$ cat src/hdl/sszs_pkg.sv
// ----------------------------------------------------------------------------
// sszs_pkg: shared types and constants for the subset sum zero search unit
// Field widths, request codes, controller/datapath command and status
// structures and the mask population count.
// ----------------------------------------------------------------------------
package sszs_pkg;

  localparam int WORD_W  = 64;
  localparam int SLOT_W  = 6;
  localparam int MASK_W  = 32;
  localparam int COUNT_W = 6;

  localparam logic REQ_LOAD   = 1'b0;
  localparam logic REQ_SEARCH = 1'b1;

  typedef logic [WORD_W-1:0] word_t;

  // Commands from the controller to the datapath
  typedef struct packed {
    logic load;    // write one table word
    logic start;   // latch bases, clear sweep state
    logic step;    // compare current subset sum, advance to next subset
    logic finish;  // move mask and count to the result register
  } cmd_t;

  // Status from the datapath to the controller
  typedef struct packed {
    logic last;    // this step visits the final subset
  } status_t;

  // Population count: per byte, then sum the bytes
  function automatic logic [COUNT_W-1:0] popcount(input logic [MASK_W-1:0] m);
    logic [3:0]         part [MASK_W/8];
    logic [COUNT_W-1:0] total;
    for (int j = 0; j < MASK_W/8; j++) begin
      part[j] = '0;
      for (int k = 0; k < 8; k++) begin
        part[j] = part[j] + 4'(m[j*8+k]);
      end
    end
    total = '0;
    for (int j = 0; j < MASK_W/8; j++) begin
      total = total + COUNT_W'(part[j]);
    end
    return total;
  endfunction

endpackage

$ cat src/hdl/sszs_ctrl.sv
// ----------------------------------------------------------------------------
// sszs_ctrl: sequencer of the search unit
// Accepts requests, runs the subset sweep and hands results to the output
// register.
// ----------------------------------------------------------------------------
module sszs_ctrl (
  input  logic              clk,
  input  logic              rst,
  input  logic              in_valid,
  input  logic              in_is_search,
  output logic              in_ready,
  input  logic              out_ready,
  output logic              out_valid,
  output sszs_pkg::cmd_t    cmd,
  input  sszs_pkg::status_t status
);

  typedef enum logic [1:0] {
    IDLE,
    SWEEP,
    FINISH
  } state_t;

  state_t state;

  always_comb begin
    cmd      = '0;
    in_ready = 1'b0;
    unique case (state)
      IDLE: begin
        in_ready = 1'b1;
        if (in_valid) begin
          cmd.start = in_is_search;
          cmd.load  = !in_is_search;
        end
      end
      SWEEP: begin
        cmd.step = 1'b1;
      end
      FINISH: begin
        cmd.finish = !out_valid || out_ready;
      end
      default: begin
        cmd = '0;
      end
    endcase
  end

  always_ff @(posedge clk) begin
    if (rst) begin
      state     <= IDLE;
      out_valid <= 1'b0;
    end else begin
      unique case (state)
        IDLE: begin
          if (in_valid && in_is_search) begin
            state <= SWEEP;
          end
        end
        SWEEP: begin
          if (status.last) begin
            state <= FINISH;
          end
        end
        FINISH: begin
          if (cmd.finish) begin
            state <= IDLE;
          end
        end
        default: begin
          state <= IDLE;
        end
      endcase
      if (cmd.finish) begin
        out_valid <= 1'b1;
      end else if (out_ready) begin
        out_valid <= 1'b0;
      end
    end
  end

endmodule

$ cat config.mk
export PLATFORM = sky130hd
export DESIGN_NAME = sszs_ctrl
export DESIGN_NICKNAME = d
export VERILOG_FILES = /design/src/hdl/sszs_pkg.sv /design/src/hdl/sszs_ctrl.sv
export SDC_FILE = /design/constraint.sdc
export NUM_CORES = 1
export LEC_CHECK = 0
export BUFFER_PORTS_ARGS = -buffer_cell sky130_fd_sc_hd__buf_2
export CORE_AREA = 2 2 39 41
export CTS_CLUSTER_SIZE = 30
export DETAILED_ROUTE_END_ITERATION = 12
export DIE_AREA = 0 0 41 43
export GPL_TIMING_DRIVEN = 0
export SLEW_MARGIN = 20
export SYNTH_ARGS = -nofsm -noshare
export SYNTH_HDL_FRONTEND = slang
export SYNTH_SLANG_ARGS = --single-unit
$ cat constraint.sdc
create_clock -name clk -period 1.7 [get_ports clk]
set_input_delay 0.255 -clock clk [delete_from_list [all_inputs] [get_ports clk]]
set_output_delay 0.255 -clock clk [all_outputs]
set_load 0.01 [all_outputs]
# Yosys cells after proc, flatten, opt, wreduce, memory -nomap -nowiden

Cells that the tools add are included.

Logic and storage cells: 25
Register bits: 3
Output and inout bits: 6
Memories kept: 0
Latch bits: 0
Memory bits (read-only): 0
RAM bits: 0

Bitwise logic cells: 0
Muxes and demuxes: 11
Multipliers: 0
Div/mod/pow operators: 0
Equality and inequality tests: 5
Reductions and logical operators: 7
Add/subtract/negate cells: 0
Magnitude comparators: 0
Shifts and indexed selects: 0

Operator list:

| operator                                      | count |
|---|---|
| 2-to-1 mux 2 bit                              | 5 |
| inequality test 2 bit, second input constant  | 3 |
| case mux 2 bit (3 select lines)               | 1 |
| 2-to-1 mux 1 bit                              | 5 |
| AND reduction 3 bit                           | 1 |
| == test 2 x 1 -> 1 bit, second input constant | 1 |
| == test 2 bit, second input constant          | 1 |
| logical NOT 1 bit                             | 2 |
| logical NOT 2 bit                             | 1 |
| nonzero test 2 bit                            | 1 |
| logical AND 1 bit                             | 1 |
| logical OR 1 bit                              | 1 |

# Depth between registers and ports, before layout

Gate-level depths: netlist (run 1).

Depth after elaboration: 5
Mapped depth: 2
Depth with buffers taken out: 2

# Worst setup path after synthesis (run 1)

No wires, ideal clock.

Kind: reg-to-output
Start: reg state[0]
End: out cmd[3] (netlist bit)
Buffers on the path: 0
Data required time: 1445 ps
Setup slack: 615 ps
Data arrival time: 830 ps
Stages on the path, launching flop included: 2
Path through: dfxtp_1 -> nor4b_1

RTL lines:

| what                     | RTL line        | RTL |
|---|---|---|
| start: declaration       | sszs_ctrl.sv:24 | `state_t state;` |
| start signal: assignment | sszs_ctrl.sv:51 | `state <= IDLE;` |
| start signal: assignment | sszs_ctrl.sv:57 | `state <= SWEEP;` |
| start signal: assignment | sszs_ctrl.sv:62 | `state <= FINISH;` |
| end: declaration         | sszs_ctrl.sv:14 | `output sszs_pkg::cmd_t cmd,` |

==> results_dict.tcl, run 1 <==
set metrics [dict create \
    met3WireLength_um 36 \
    critPathLaunchType "register" \
    yosys.area_share.adder 0 \
    wl_per_cell_um 8.50 \
    root_buffer "clkbuf_4" \
    post-route-period-util 0.789 \
    worstPathRequired_ps 1440 \
    ys_top_cells_by_area "dfxtp_1 38%, nand2b_1 12%, nand3b_1 9.4%, a211oi_2 7.9%, nor2b_1 7.9%" \
    setup_viol 0 \
    pre_cts_ws_ps 581 \
    totalWireLength_um 408 \
    synth_top_family_by_area "simple AND/OR/NAND/NOR gates" \
    p_leak_nw 0.114 \
    grt_pass1_vias 184 \
    finalHoldViolCount 0 \
    path_class "reg2out" \
    fin_nets 39 \
    ys_seq_elements 3 \
    yosys.area_share.xor_xnor 0 \
    core_um2 1380 \
    yosys_warnings 0 \
    hold_slack_ps 228 \
    final_util 0.188 \
    tightest_slew_ps 244 \
    grt_antenna_before_repair 0 \
    grt_max_degree 9 \
    cts_hold_buf 0 \
    syn_to_final_growth_pct 63.8 \
    yosysSeqAreaShare 0.378 \
    yosysUniqueCellTypes 10 \
    seq_area_um2 60.1 \
    rsz0062_at_grt "false" \
    syn_nets 23 \
    slew_headroom 0.835 \
    outcome "finished, final reports clean" \
    hpwlAfterDp_um 326 \
    final_cells 48 \
    drive_gt1_frac 0.469 \
    synthSimpleGateAreaFrac 0.480 \
    die_w_um 41 \
    antenna_cells 0 \
    clk_latency_ps 230 \
    async_flop_share 0 \
    post_cts_buffers 0 \
    setup_tns_ps 0 \
    top_layer "met3" \
    placed_cells 44 \
    die_area_um2 1760 \
    clk_pin_slew_worst_paths_ps 40 \
    netlist_top_cells_count "3 x dfxtp_1, 3 x nand2b_1, 2 x a21oi_1, 2 x nand3b_1, 2 x nor2b_1" \
    period_needed_ps 1340 \
    track_usage 0.0572 \
    cp-end-kind "output port" \
    io_pins 12 \
    wl_met1_um 154 \
    cp_max_fo 8 \
    cts_resized 0 \
    setup_slack_ps 359 \
    avgViaCountPerCell 3.73 \
    syn_inst 17 \
    firstDrtPassIters 2 \
    cp.arrival_ps 1090 \
    hp-class "in2reg" \
    drt_iter0_markers 1 \
    fin_worst_skew_ps 4.36 \
    synth.mux.area_fraction 0 \
    synth_compound_area_frac 0.142 \
    synth_edf_count 0 \
    cts_num_sinks 3 \
    cts_made_buffers 3 \
    maxSlewViolCount 0 \
    avgSynthCellArea_um2 9.35 \
    synth_top_area_frac 0.378 \
    port-buffer-count 11 \
    die_height_um 43 \
    multi_input_area_um2 98.8 \
    synth-main-ff-cell "dfxtp_1" \
    htreeDepth 1 \
    syn_area_um2 159 \
    routabilityCongestion 0.683 \
    cts_tree "done" \
    row_count 14 \
    final_antenna_net_count 0 \
    clockBufferDepth 2 \
    gr-total-overflow 0 \
    start_util 0.115 \
    cap_violations 0 \
    ir_drop_mv 0.235 \
    nFillCells 163 \
    synth_area_leader_cell "dfxtp_1" \
    vias 179 \
    grt_pass1_wl_um 621 \
    powerDensity_nw_per_um2 873 \
    fmax_mhz 746 \
    drcViolationCount 0 \
    dr_wl_met2_um 217 \
]
==> cell type report <==
cell class / count / share of cell area
multi-input combinational: 14 / 0.380
sequential: 3 / 0.231
timing repair buffer: 11 / 0.212
clock buffer: 4 / 0.101
tap: 16 / 0.0769
==> per-stage QoR <==
step | power (mW) | cell area (um2)
floorplan | 0.0912 | 159
global placement | 0.106 | 234
detailed placement | 0.107 | 234
CTS | 0.235 | 260
global route | 0.247 | 260
finish | 0.227 | 260
==> cell usage in the layout, fill, tap and decap left out <==
master     netlist  final
buf_2            0     11
a211oi_2         1      1
nand3b_1         2      2
and3_1           1      1
nor2_1           1      1
a21oi_1          2      2
nand4bb_1        1      1
clkbuf_4         0      3
nor2b_1          2      2
dfxtp_1          3      3
nor4b_1          1      1
nand2b_1         3      3
clkbuf_1         0      1
==> routing by layer <==
layer | GRT usage | vias to the layer above
met2 | 0.0844 | 6
met3 | 0.0314 | 0
li1 | - | 92
met4 | 0.0600 | 0
met5 | 0 | -
met1 | 0.0482 | 81
==> sequential cells by signal, summed over array words and instances (netlist names) <==
name,cells
out_valid,1
state,2
==> cell families (layout without fill, tap and decap cells) <==
group / count (synthesis) / after routing
simple gates: 11 / 11
compound gates: 3 / 3
flops: 3 / 3
buf+inv: 0 / 15
==> critical path, stage by stage, from the launching register on <==
cell and delay, ps:
dfxtp_1 360, nor4b_1 310, buf_2 180
==> power breakdown <==
group	total [mW]	internal [mW]	switching, mW	leakage, nW
logic	0.0287	0.0159	0.0128	0.0742
registers	0.0768	0.0732	0.00368	0.0244
clock network	0.122	0.0877	0.0339	0.0150
==> worst paths after layout <==
kind                    end  cells past startpoint  slack [ps]      start
hold / removal     state[0]                      2         230        rst
setup reg to reg   state[0]                      2         850   state[0]
hold reg to reg   out_valid                      2         510  out_valid
setup / recovery     cmd[3]                      2         360   state[0]
No activity file was read; power rests on OpenSTA's default activity.
==> inputs of run 2 (changes only) <==
--- a/config.mk
+++ b/config.mk
@@ -5,6 +5,7 @@
 export SDC_FILE = /design/constraint.sdc
 export NUM_CORES = 1
 export LEC_CHECK = 0
+export ABC_AREA = 1
 export BUFFER_PORTS_ARGS = -buffer_cell sky130_fd_sc_hd__buf_2
 export CORE_AREA = 2 2 39 41
 export CTS_CLUSTER_SIZE = 30
==> constraint.sdc (replaced) <==
create_clock -name clk -period 1.2 [get_ports clk]
set_input_delay 0.18 -clock clk [delete_from_list [all_inputs] [get_ports clk]]
set_output_delay 0.18 -clock clk [all_outputs]
set_load 0.01 [all_outputs]
==> results_dict.tcl, run 2 <==
set metrics [dict create \
    finalHoldViolCount 0 \
    totalWireLength_um 389 \
    slew_headroom 0.879 \
    tightest_slew_ps 181 \
    setup_viol 0 \
    cp_slowest_cell "dfxtp_2" \
    post_cts_buffers 0 \
    dr_wl_met2_um 174 \
    min_path_cells 2 \
    clk_pin_slew_worst_paths_ps 40 \
    wl_per_cell_um 7.20 \
    die_height_um 43 \
    fmax_mhz 876 \
    p_leak_nw 0.139 \
    total_power_mw 0.329 \
    grt_pass1_wl_um 579 \
    die_area_um2 1760 \
    top_register "state" \
    grt_max_degree 7 \
    die_w_um 41 \
    path_class "reg2out" \
    nFillCells 156 \
    r2r_setup_slack_ps 430 \
    fin_nets 45 \
    yosysUniqueCellTypes 13 \
    synth_edf_count 0 \
    cp-end-kind "output port" \
    ir_drop_mv 0.176 \
    maxSlewViolCount 0 \
    cp_max_fo 3 \
    avgSynthCellArea_um2 7.02 \
    grt_antenna_before_repair 0 \
    async_flop_share 0 \
    vias 188 \
    max_stage_delay_ps 330 \
    reg.largest.list "state (2), out_valid (1)" \
    synth-main-ff-cell "dfxtp_1" \
    powerDensity_nw_per_um2 1220 \
    placed_cells 50 \
    core_um2 1380 \
    port-buffer-count 11 \
    start_util 0.117 \
    wl_met1_um 153 \
    seq_area_um2 62.6 \
    hp-class "in2reg" \
    critPathLaunchType "register" \
    ys_seq_elements 3 \
    avgViaCountPerCell 3.48 \
    period_needed_ps 1140 \
    met3WireLength_um 49 \
    worstPathRequired_ps 1020 \
    firstDrtPassIters 4 \
    yosysSeqAreaShare 0.372 \
    netlist_top_cells_count "4 x inv_1, 3 x dfxtp_1, 3 x nand2_1, 3 x nor2_1, 2 x nor2_2" \
    antenna_cells 0 \
    drcViolationCount 0 \
    syn_nets 29 \
    syn_area_um2 161 \
    clk_latency_ps 230 \
    cts_hold_buf 0 \
    synth_top_area_frac 0.372 \
    cts_tree "done" \
    final_cells 54 \
    outcome "finished, final reports clean" \
    rsz0062_at_grt "true" \
    hold_start "rst" \
    syn_inst 23 \
    cap_violations 0 \
    yosysMostFrequentCell "inv_1" \
    hpwlAfterDp_um 305 \
    post-route-period-util 0.951 \
    ys_top_cells_by_area "dfxtp_1 37%, inv_1 9.3%, nor2_2 7.8%, nand2_1 7.0%, nor2_1 7.0%" \
    gr-total-overflow 0 \
    final_util 0.195 \
    root_buffer "clkbuf_4" \
    track_usage 0.0591 \
    row_count 14 \
    final_cell_mix "11 x buf_2, 4 x inv_1, 3 x nor2_1, 3 x nand2_1, 3 x clkbuf_4" \
    r2r-start "state[1]" \
    cp.arrival_ps 960 \
    clockBufferDepth 2 \
    io_pins 12 \
    worstPathCellList "nor2_4 -> nand2_1 -> nor2_1 -> buf_2" \
    drt_iter0_markers 3 \
    min_to "state[0]" \
    htreeDepth 1 \
    multi_input_area_um2 87.6 \
    largest_reg_flops 2 \
    ff2ff_path_depth 4 \
    final_antenna_net_count 0 \
    mostFrequentLayoutCell "buf_2" \
    reg2reg_to "state[1]" \
    grt_pass1_vias 169 \
    syn_to_final_growth_pct 67.4 \
    synth_area_leader_cell "dfxtp_1" \
    yosys_warnings 0 \
    cts_num_sinks 3 \
    drive_gt1_frac 0.579 \
    routabilityCongestion 0.502 \
    fin_worst_skew_ps 4.91 \
    top_layer "met4" \
    cts_made_buffers 3 \
]
[run 2: changes by cell type in the layout (fill, tap and decap cells not counted), sizes merged, moves of 2 or more]
cell,delta
inv,+5
nand2,+4
nand2b,-3
nor2,+4
nor2b,-2
[run 2: how the worst max path moves through the flow]
stage	startpoint	end	slack [ps]	cells after the start
after floorplan	state[0]	cmd[3]	230	3
after global placement	state[0]	cmd[3]	210	4
after detailed placement	state[0]	cmd[3]	200	4
after CTS	state[1]	cmd[3]	30	4
after global routing	state[1]	cmd[3]	-7	4
final	state[1]	cmd[3]	60	4
[run 2: repair_timing]
item                                    in CTS  in global routing
pin swaps                                    1                  0
endpoints found under the setup margin       2                  1
gates resized for setup                      3                  0
[run 2: logic make-up after synthesis]
| logic type | after synthesis | synth area share |
|---|---|---|
| buffers and inverters | 5 | 0.116 |
| AOI/OAI and AO/OA | 3 | 0.147 |
| DFF | 3 | 0.372 |
| and+or+nand+nor | 12 | 0.364 |
[run 2: layer usage]
layer / vias to the layer above / track usage
met4: 0 / 0.0800
met3: 2 / 0.0471
li1: 101 / -
met5: - / 0
met1: 74 / 0.0478
met2: 11 / 0.0719
[run 2: cell type report]
cell class | count | area share
tap | 16 | 0.0741
inverter | 5 | 0.0694
clock buffer | 4 | 0.0972
timing repair buffer | 11 | 0.204
sequential | 3 | 0.231
multi-input combinational | 15 | 0.324
[run 2: per-stage QoR]
step | cell area [um2] | setup WS (ps) | hold WS (ps) | TNS [ps]
after floorplan | 161 | 231 | 242 | 0
final | 270 | 58.9 | 127 | 0
after CTS | 270 | 31.4 | 118 | 0
after global routing | 270 | -6.93 | 117 | -6.93
after global placement | 236 | 211 | 370 | 0
after detailed placement | 236 | 200 | 372 | 0
[run 2: power breakdown]
part	internal, mW	total [mW]	switching (mW)
registers	0.104	0.109	0.00521
logic	0.0210	0.0431	0.0221
clock network	0.125	0.176	0.0517
[run 2: critical path: cells and delay by family (launching register included)]
kind | cells | cell delay, ps
buf+inv | 1 | 130
simple gates | 3 | 270
flops | 1 | 330
